[src/hdl/jse_pkg.sv]
// shared types, constants and helpers for the json string escaper
package jse_pkg;

    localparam int JSE_Q_DEPTH = 4;
    localparam int JSE_Q_AW    = $clog2(JSE_Q_DEPTH);

    localparam logic OP_BYTE = 1'b0;
    localparam logic OP_END  = 1'b1;

    localparam logic [7:0] CH_NUL    = 8'h00;
    localparam logic [7:0] CH_QUOTE  = 8'h22;
    localparam logic [7:0] CH_BSLASH = 8'h5C;
    localparam logic [7:0] CH_U      = 8'h75;
    localparam logic [7:0] CH_B      = 8'h62;
    localparam logic [7:0] CH_F      = 8'h66;
    localparam logic [7:0] CH_N      = 8'h6E;
    localparam logic [7:0] CH_R      = 8'h72;
    localparam logic [7:0] CH_T      = 8'h74;

    typedef struct packed {
        logic       opcode;
        logic [7:0] data_byte;
    } t_in_item;

    typedef struct packed {
        logic [7:0] out_char;
        logic       last;
        logic       error;
    } t_out_item;

    typedef enum logic [2:0] {
        K_NONE,
        K_PLAIN,
        K_ESC,
        K_UNIT1,
        K_UNIT2,
        K_ERROR,
        K_CLOSE
    } t_kind;

    // one classified request from the front to the back
    typedef struct packed {
        logic        open_q;
        t_kind       kind;
        logic [7:0]  ch;
        logic [15:0] unit_hi;
        logic [15:0] unit_lo;
    } t_cmd;

    function automatic logic [7:0] hex_char(input logic [3:0] nib);
        logic [7:0] r;
        if (nib < 4'd10) begin
            r = 8'h30 + {4'h0, nib};
        end else begin
            r = 8'h57 + {4'h0, nib};
        end
        return r;
    endfunction

    function automatic logic [3:0] body_len(input t_kind kind);
        logic [3:0] r;
        unique case (kind)
            K_NONE:  r = 4'd0;
            K_PLAIN: r = 4'd1;
            K_ESC:   r = 4'd2;
            K_UNIT1: r = 4'd6;
            K_UNIT2: r = 4'd12;
            K_ERROR: r = 4'd1;
            K_CLOSE: r = 4'd1;
            default: r = 4'd0;
        endcase
        return r;
    endfunction

endpackage

[src/hdl/json_string_escaper_core.sv]
// top level of the json string escaper: front, request queue and back
//
// the block turns a stream of string bytes, each string closed by an end item,
// into its double-quoted json form, one character per output request. the
// front takes one input request per cycle while the queue is not full,
// updates the utf-8 decode state and classifies the byte in the same cycle; the
// classified request goes into a four-entry queue. the back expands the head
// request at one character per cycle unless the output stalls, into an output
// register, so each item passes through the queue and that register before it
// is presented. requests per item: 1 for a plain byte, the closing quote or an
// error, 2 for a short escape, 6 for a \u00xx or a \uxxxx unit, 12 for a
// surrogate pair, plus 1 when the opening quote is due; continuation
// bytes that do not finish a sequence cost nothing. the back's expander sets
// the sustained rate: plain text moves at one byte per cycle unless the output
// stalls, and input ready drops only when the queue fills behind a run of
// escapes or a stalled output. the non-ascii escape flag (1 decodes utf-8 and
// escapes every multi-byte sequence as \u units) is written through
// i_cfg_we/i_cfg_wdata and is sampled only on bytes that start a sequence.
module json_string_escaper_core (
    input  logic               i_clk,
    input  logic               i_rst_n,
    input  logic               i_cfg_we,
    input  logic               i_cfg_wdata,
    input  logic               i_in_valid,
    output logic               o_in_ready,
    input  jse_pkg::t_in_item  i_in_item,
    output logic               o_out_valid,
    input  logic               i_out_ready,
    output jse_pkg::t_out_item o_out_item
);

    // front to queue
    logic          push;
    jse_pkg::t_cmd push_cmd;
    logic          q_full;

    // queue to back
    logic          q_valid;
    jse_pkg::t_cmd q_head;
    logic          pop;

    // classification and utf-8 state
    jse_front u_front (
        .i_clk       (i_clk),
        .i_rst_n     (i_rst_n),
        .i_cfg_we    (i_cfg_we),
        .i_cfg_wdata (i_cfg_wdata),
        .i_in_valid  (i_in_valid),
        .o_in_ready  (o_in_ready),
        .i_in_item   (i_in_item),
        .i_q_full    (q_full),
        .o_push      (push),
        .o_cmd       (push_cmd)
    );

    // decouples classification from expansion
    jse_queue u_queue (
        .i_clk      (i_clk),
        .i_rst_n    (i_rst_n),
        .i_push     (push),
        .i_push_cmd (push_cmd),
        .o_full     (q_full),
        .o_valid    (q_valid),
        .o_head     (q_head),
        .i_pop      (pop)
    );

    // character expansion and output register
    jse_back u_back (
        .i_clk       (i_clk),
        .i_rst_n     (i_rst_n),
        .i_valid     (q_valid),
        .i_cmd       (q_head),
        .o_pop       (pop),
        .o_out_valid (o_out_valid),
        .i_out_ready (i_out_ready),
        .o_out_item  (o_out_item)
    );

endmodule

[src/hdl/jse_front.sv]
// front end: accepts items, tracks utf-8 state and classifies each into a request
module jse_front (
    input  logic              i_clk,
    input  logic              i_rst_n,
    input  logic              i_cfg_we,
    input  logic              i_cfg_wdata,
    input  logic              i_in_valid,
    output logic              o_in_ready,
    input  jse_pkg::t_in_item i_in_item,
    input  logic              i_q_full,
    output logic              o_push,
    output jse_pkg::t_cmd     o_cmd
);

    logic        r_esc_all;
    logic        r_open,   n_open;
    logic        r_failed, n_failed;
    logic [20:0] r_cp,     n_cp;
    logic [1:0]  r_bl,     n_bl;
    logic [1:0]  r_sl,     n_sl;

    logic          accept;
    logic [7:0]    b;
    logic [20:0]   cp_acc;
    logic [20:0]   cp_off;
    logic          bad_cp;
    jse_pkg::t_cmd cmd;

    assign o_in_ready = !i_q_full;
    assign accept     = i_in_valid && o_in_ready;
    assign b          = i_in_item.data_byte;
    assign cp_acc     = {r_cp[14:0], b[5:0]};
    assign cp_off     = cp_acc - 21'h010000;

    // range check on the completed code point
    always_comb begin
        unique case (r_sl)
            2'd1:    bad_cp = cp_acc < 21'h000080;
            2'd2:    bad_cp = (cp_acc < 21'h000800) ||
                              ((cp_acc >= 21'h00D800) && (cp_acc <= 21'h00DFFF));
            default: bad_cp = (cp_acc < 21'h010000) || (cp_acc > 21'h10FFFF);
        endcase
    end

    always_comb begin
        n_open   = r_open;
        n_failed = r_failed;
        n_cp     = r_cp;
        n_bl     = r_bl;
        n_sl     = r_sl;
        cmd      = '0;
        cmd.kind = jse_pkg::K_NONE;
        if (i_in_item.opcode == jse_pkg::OP_BYTE) begin
            if (!r_failed) begin
                cmd.open_q = !r_open;
                n_open     = 1'b1;
                if (r_bl != 2'd0) begin
                    if (b[7:6] != 2'b10) begin
                        cmd.kind = jse_pkg::K_ERROR;
                        n_failed = 1'b1;
                        n_cp     = '0;
                        n_bl     = '0;
                        n_sl     = '0;
                    end else begin
                        n_cp = cp_acc;
                        n_bl = r_bl - 2'd1;
                        if (r_bl == 2'd1) begin
                            n_cp = '0;
                            n_sl = '0;
                            if (bad_cp) begin
                                cmd.kind = jse_pkg::K_ERROR;
                                n_failed = 1'b1;
                            end else if (cp_acc < 21'h010000) begin
                                cmd.kind    = jse_pkg::K_UNIT1;
                                cmd.unit_hi = cp_acc[15:0];
                            end else begin
                                cmd.kind    = jse_pkg::K_UNIT2;
                                cmd.unit_hi = {6'b110110, cp_off[19:10]};
                                cmd.unit_lo = {6'b110111, cp_off[9:0]};
                            end
                        end
                    end
                end else if (r_esc_all && b[7]) begin
                    // lead byte of a multi-byte sequence, or an invalid byte
                    if (b >= 8'hC2 && b <= 8'hDF) begin
                        n_sl = 2'd1;
                        n_bl = 2'd1;
                        n_cp = {16'h0, b[4:0]};
                    end else if (b >= 8'hE0 && b <= 8'hEF) begin
                        n_sl = 2'd2;
                        n_bl = 2'd2;
                        n_cp = {17'h0, b[3:0]};
                    end else if (b >= 8'hF0 && b <= 8'hF4) begin
                        n_sl = 2'd3;
                        n_bl = 2'd3;
                        n_cp = {18'h0, b[2:0]};
                    end else begin
                        cmd.kind = jse_pkg::K_ERROR;
                        n_failed = 1'b1;
                        n_cp     = '0;
                        n_bl     = '0;
                        n_sl     = '0;
                    end
                end else begin
                    case (b) inside
                        jse_pkg::CH_QUOTE, jse_pkg::CH_BSLASH: begin
                            cmd.kind = jse_pkg::K_ESC;
                            cmd.ch   = b;
                        end
                        8'h08: begin
                            cmd.kind = jse_pkg::K_ESC;
                            cmd.ch   = jse_pkg::CH_B;
                        end
                        8'h0C: begin
                            cmd.kind = jse_pkg::K_ESC;
                            cmd.ch   = jse_pkg::CH_F;
                        end
                        8'h0A: begin
                            cmd.kind = jse_pkg::K_ESC;
                            cmd.ch   = jse_pkg::CH_N;
                        end
                        8'h0D: begin
                            cmd.kind = jse_pkg::K_ESC;
                            cmd.ch   = jse_pkg::CH_R;
                        end
                        8'h09: begin
                            cmd.kind = jse_pkg::K_ESC;
                            cmd.ch   = jse_pkg::CH_T;
                        end
                        default: begin
                            if (b < 8'h20) begin
                                cmd.kind    = jse_pkg::K_UNIT1;
                                cmd.unit_hi = {8'h00, b};
                            end else begin
                                cmd.kind = jse_pkg::K_PLAIN;
                                cmd.ch   = b;
                            end
                        end
                    endcase
                end
            end
        end else begin
            if (!r_failed) begin
                cmd.open_q = !r_open;
                cmd.kind   = (r_bl != 2'd0) ? jse_pkg::K_ERROR : jse_pkg::K_CLOSE;
            end
            n_open   = 1'b0;
            n_failed = 1'b0;
            n_cp     = '0;
            n_bl     = '0;
            n_sl     = '0;
        end
    end

    assign o_cmd  = cmd;
    assign o_push = accept && (cmd.open_q || (cmd.kind != jse_pkg::K_NONE));

    always_ff @(posedge i_clk) begin
        if (!i_rst_n) begin
            r_esc_all <= 1'b0;
            r_open    <= 1'b0;
            r_failed  <= 1'b0;
            r_cp      <= '0;
            r_bl      <= '0;
            r_sl      <= '0;
        end else begin
            if (i_cfg_we) begin
                r_esc_all <= i_cfg_wdata;
            end
            if (accept) begin
                r_open   <= n_open;
                r_failed <= n_failed;
                r_cp     <= n_cp;
                r_bl     <= n_bl;
                r_sl     <= n_sl;
            end
        end
    end

endmodule

[src/hdl/jse_queue.sv]
// small request queue between front and back
module jse_queue (
    input  logic          i_clk,
    input  logic          i_rst_n,
    input  logic          i_push,
    input  jse_pkg::t_cmd i_push_cmd,
    output logic          o_full,
    output logic          o_valid,
    output jse_pkg::t_cmd o_head,
    input  logic          i_pop
);

    jse_pkg::t_cmd               r_mem [jse_pkg::JSE_Q_DEPTH];
    logic [jse_pkg::JSE_Q_AW-1:0] r_wp;
    logic [jse_pkg::JSE_Q_AW-1:0] r_rp;
    logic [jse_pkg::JSE_Q_AW:0]   r_cnt, n_cnt;

    assign o_full  = r_cnt == (jse_pkg::JSE_Q_AW+1)'(jse_pkg::JSE_Q_DEPTH);
    assign o_valid = r_cnt != '0;
    assign o_head  = r_mem[r_rp];

    always_comb begin
        n_cnt = r_cnt;
        if (i_push && !(i_pop && o_valid)) begin
            n_cnt = r_cnt + (jse_pkg::JSE_Q_AW+1)'(1);
        end else if (!i_push && i_pop && o_valid) begin
            n_cnt = r_cnt - (jse_pkg::JSE_Q_AW+1)'(1);
        end
    end

    always_ff @(posedge i_clk) begin
        if (i_push) begin
            r_mem[r_wp] <= i_push_cmd;
        end
    end

    always_ff @(posedge i_clk) begin
        if (!i_rst_n) begin
            r_wp  <= '0;
            r_rp  <= '0;
            r_cnt <= '0;
        end else begin
            r_cnt <= n_cnt;
            if (i_push) begin
                r_wp <= r_wp + jse_pkg::JSE_Q_AW'(1);
            end
            if (i_pop && o_valid) begin
                r_rp <= r_rp + jse_pkg::JSE_Q_AW'(1);
            end
        end
    end

endmodule

[src/hdl/jse_back.sv]
// back end: expands one request into characters and holds the output register
module jse_back (
    input  logic               i_clk,
    input  logic               i_rst_n,
    input  logic               i_valid,
    input  jse_pkg::t_cmd      i_cmd,
    output logic               o_pop,
    output logic               o_out_valid,
    input  logic               i_out_ready,
    output jse_pkg::t_out_item o_out_item
);

    logic [3:0]         r_step, n_step;
    logic               r_out_valid;
    jse_pkg::t_out_item r_out_item;

    logic        emit_en;
    logic [3:0]  total;
    logic        is_last;
    logic [3:0]  j;
    logic [3:0]  k;
    logic [15:0] unit;
    logic [7:0]  ch;
    logic        err;

    assign emit_en = i_valid && (!r_out_valid || i_out_ready);
    assign total   = {3'b000, i_cmd.open_q} + jse_pkg::body_len(i_cmd.kind);
    assign is_last = r_step == (total - 4'd1);
    assign j       = r_step - {3'b000, i_cmd.open_q};
    assign unit    = (j >= 4'd6) ? i_cmd.unit_lo : i_cmd.unit_hi;
    assign k       = (j >= 4'd6) ? (j - 4'd6) : j;

    always_comb begin
        ch  = jse_pkg::CH_NUL;
        err = 1'b0;
        if (i_cmd.open_q && (r_step == 4'd0)) begin
            ch = jse_pkg::CH_QUOTE;
        end else begin
            case (i_cmd.kind) inside
                jse_pkg::K_PLAIN: ch = i_cmd.ch;
                jse_pkg::K_ESC:   ch = (j == 4'd0) ? jse_pkg::CH_BSLASH : i_cmd.ch;
                jse_pkg::K_UNIT1, jse_pkg::K_UNIT2: begin
                    case (k)
                        4'd0:    ch = jse_pkg::CH_BSLASH;
                        4'd1:    ch = jse_pkg::CH_U;
                        4'd2:    ch = jse_pkg::hex_char(unit[15:12]);
                        4'd3:    ch = jse_pkg::hex_char(unit[11:8]);
                        4'd4:    ch = jse_pkg::hex_char(unit[7:4]);
                        default: ch = jse_pkg::hex_char(unit[3:0]);
                    endcase
                end
                jse_pkg::K_ERROR: err = 1'b1;
                jse_pkg::K_CLOSE: ch = jse_pkg::CH_QUOTE;
                default:          ch = jse_pkg::CH_NUL;
            endcase
        end
    end

    always_comb begin
        n_step = r_step;
        if (emit_en) begin
            n_step = is_last ? 4'd0 : (r_step + 4'd1);
        end
    end

    assign o_pop       = emit_en && is_last;
    assign o_out_valid = r_out_valid;
    assign o_out_item  = r_out_item;

    always_ff @(posedge i_clk) begin
        if (emit_en) begin
            r_out_item <= '{out_char: ch, last: is_last, error: err};
        end
    end

    always_ff @(posedge i_clk) begin
        if (!i_rst_n) begin
            r_step      <= '0;
            r_out_valid <= 1'b0;
        end else begin
            r_step <= n_step;
            if (emit_en) begin
                r_out_valid <= 1'b1;
            end else if (i_out_ready) begin
                r_out_valid <= 1'b0;
            end
        end
    end

endmodule

[config.mk]
export PLATFORM = sky130hd
export DESIGN_NAME = json_string_escaper_core
export DESIGN_NICKNAME = d
export VERILOG_FILES = /design/src/hdl/jse_pkg.sv /design/src/hdl/json_string_escaper_core.sv /design/src/hdl/jse_front.sv /design/src/hdl/jse_queue.sv /design/src/hdl/jse_back.sv
export SDC_FILE = /design/constraint.sdc
export NUM_CORES = 1
export LEC_CHECK = 0
export BUFFER_PORTS_ARGS = -buffer_cell sky130_fd_sc_hd__buf_2
export CORE_MARGIN = 4
export CORE_UTILIZATION = 60
export CTS_BUF_LIST = sky130_fd_sc_hd__clkbuf_16
export CTS_CLUSTER_SIZE = 20
export DETAILED_ROUTE_END_ITERATION = 10
export GPL_TIMING_DRIVEN = 1
export PLACE_DENSITY = 0.77
export REMOVE_ABC_BUFFERS = 1
export SYNTH_ARGS = -nofsm -noshare
export SYNTH_HDL_FRONTEND = slang
export SYNTH_HIERARCHICAL = 1
export SYNTH_SLANG_ARGS = --single-unit
[constraint.sdc]
create_clock -name i_clk -period 8.2 [get_ports i_clk]
set_input_delay 1.23 -clock i_clk [delete_from_list [all_inputs] [get_ports i_clk]]
set_output_delay 1.23 -clock i_clk [all_outputs]
set_load 0.01 [all_outputs]
==> summary.md <==
| Metric | Value |
|---|---|
| Status | `completed` |
| Initial DRC count | `730` |
| Seq/Total Area, Yosys | `56.3%` |
| Max cap viols | `0` |
| Largest cells by area after synthesis | `edfxtp_1, mux4_2, dfxtp_1` |
| Post-route DRC | `0` |
| Crit path DAT | `about 5800 ps` |
| CP endpoint kind | `flop` |
| Final setup fails | `0` |
| Pwr per Cell Area | `339 nW/µm²` |
| Ys async rst share | `0%` |
| Commonest non-fill, non-tap cell in the layout | `edfxtp_1` |
| Synth Cell Area | `~11000 µm²` |
| CP Launch Type | `flop` |
| Total GRT Usage | `24.5%` |
| Per-cell routed wire length | `roughly 23 µm` |
| Register bit total from synthesis | `between 200 and 250` |
| Net Switching | `1.42 mW` |
| Clock share of power | `25.0%` |
| Clk sink count | `222` |
| Cts repair resizes | `0` |
| Synth warn | `6` |
| Initial antenna violation count | `0` |
| Final min period | `5560 ps` |
| Utilization after layout | `66.7%` |
| Clock Path Buffers | `3` |
| Worst EP required | `between 8000 and 9000 ps` |
| Die Area | `20900 µm²` |
| CTS Hold Bufs | `0` |
| Num rows | `49` |
| Worst skew pair latency | `510 ps` |
| H-tree depth | `1` |
| Min-delay worst type | `flop to flop` |
| Drt first pass iters | `5` |
| Layout area overhead | `8.09%` |
| Routability Congestion | `roughly 0.97` |
| TritonCTS Buffers | `23` |
| IO Pins | `27` |
| Total gr overflow | `0` |
| Final wirelength | `approximately 25000 µm` |
| Fraction of layout cells with a size suffix above 1 | `~18%` |
| TritonCTS clock tree | `done` |
| Crit share post-route | `67.8%` |
| Slew Limit Fails | `0` |
| Core Area | `~18000 µm²` |
| Vias in the first global route | `7009` |
| Rel. slew slack | `roughly 22%` |
| EDFF count, synth | `186` |
| Commonest non-fill, non-tap cells in the layout | `edfxtp_1, nand2_1, nor2_1, mux4_2` |
| Largest net degree at the start of global routing | `between 40 and 50` |
| DP HPWL | `between 15000 and 20000 µm` |
| Leading area contributor after synthesis | `edfxtp_1` |
| Port buffer count | `26` |
| Seq pwr share | `36.2%` |
| Worst-Margin Slew | `1180 ps` |
| Main flop type after synthesis | `edfxtp_1` |
| Post-route setup TNS | `0 ps` |
| RSZ-0062 raised after global routing | `false` |
| Sw frac | `34.7%` |
| Vias per inst | `about 6.6` |
| ANT nets after route | `0` |
| Worst-path maximum fanout | `23` |
| Peak VDD IR | `about 180 µV` |
| First-pass GRT wire length | `39300 µm` |
| Synth unique cells | `between 80 and 90` |
| Final net count | `885` |
| Synth top area share | `49.9%` |
| Final hold vios | `0` |
| Critical path type | `flop to flop` |
| Cell leakage power | `4.04 nW` |
| Die Ht | `approximately 140 µm` |
| Syn Inst Count | `approximately 840` |
| Average size of a mapped cell | `13.3 µm²` |
| Die width | `between 100 and 150 µm` |
| Fmax | `about 180 MHz` |
| Antenna Cells | `0` |
| Initial Utilization | `61.7%` |
| Comb pwr share | `38.8%` |
| Layout Skew | `14.1 ps` |
| Post-CTS Setup Bufs | `0` |
| Worst-path clk slew | `60 ps` |
| Routed vias | `7181` |
| Clock Tree Root | `clkbuf_16` |
| Internal | `~2.7 mW` |
## power groups by stage
stage	Combinational [mW]	Sequential [mW]	Clock, mW
detailed placement	1.56	1.50	0
CTS	1.58	1.49	1.04
finish	1.59	1.48	1.02
floorplan	1.15	1.53	0
global route	1.73	1.50	1.10
global placement	1.52	1.49	0
## worst max-delay path, stage by stage (launching register included)
cell,delay [ps]
dfxtp_2,310
buf_4,380
mux4_2,610
ha_1,290
ha_1,600
nor2b_1,160
o31ai_2,400
and2_1,940
mux2i_1,290
ha_1,210
o211ai_1,120
xor2_1,140
nand3_1,100
o2111ai_1,130
nand3_1,110
a211o_1,240
a32o_1,240
## final cells by class
| cell class | instances | area, µm² |
|---|---|---|
| Sequential cell | 222 | 6310 |
| Fill cell | 1275 | 6050 |
| Multi-Input combinational cell | 542 | 4470 |
| Clock buffer | 23 | 576 |
| Tap cell | 229 | 287 |
| Timing Repair Buffer | 34 | 190 |
| Clock inverter | 19 | 171 |
| Inverter | 26 | 97.6 |
## registers in the layout, indices dropped and copies added (netlist names), named ones only
name,cells
u_back/o_out_valid,1
u_back/o_out_item,10
u_queue/r_rp,2
u_queue/r_cnt,3
u_front/r_sl,2
u_front/r_esc_all,1
u_front/r_cp,15
u_back/r_step,4
u_front/r_open,1
u_front/r_bl,2
u_queue/r_wp,2
u_queue/r_mem,176
u_front/r_failed,1
## per-stage QoR
stage | hold slack, ps | setup WS (ps) | cell area, µm² | std cells | power (mW)
finish | 522 | 2640 | 12100 | 1095 | 4.10
global route | 556 | 2270 | 12100 | 1095 | 4.32
CTS | 527 | 2700 | 12100 | 1095 | 4.10
detailed placement | 519 | 2740 | 11400 | 1053 | 3.07
global placement | 452 | 2940 | 11400 | 1053 | 3.01
floorplan | 438 | 1950 | 10900 | 790 | 2.68
## routing by layer
layer  vias to the layer above  global-route usage (%)  share of wire [%]
met5                         -                       0                  0
met4                         0                    4.91                1.6
met3                        41                    3.70                6.5
met2                       310                    41.3                 50
met1                      3581                    34.3                 42
li1                       3249                       -                  -
## Yosys cell counts, drive strengths merged (20+ instances only)
cell	number
edfxtp	186
nand2	53
nor2	51
mux4	45
o21ai	43
dfxtp	36
buf	35
and2	27
inv	25
nand3	25
mux2i	22
a21oi	21
ha	20
## worst paths after layout
check,end,start,slack [ps],cells past startpoint
max,u_back/o_out_item[4],flop,2640,16
min,u_back/o_out_valid,u_back/o_out_valid,520,2
max reg2reg,u_back/o_out_item[4],flop,2640,16
min reg2reg,u_back/o_out_valid,u_back/o_out_valid,520,2
## logic make-up (layout without fill, tap and decap cells)
kind of cell,after synthesis,after routing,synth area share (%)
xor+xnor,28,28,2.19
fa+ha+maj,21,21,2.41
simple gates,259,259,12.9
buf+inv,78,102,3.78
compound gates,156,156,10.1
flops,222,222,56.3
mux,77,77,12.3
other cells,1,1,0.0335
Note: power is estimated with default switching activity, not from simulation.
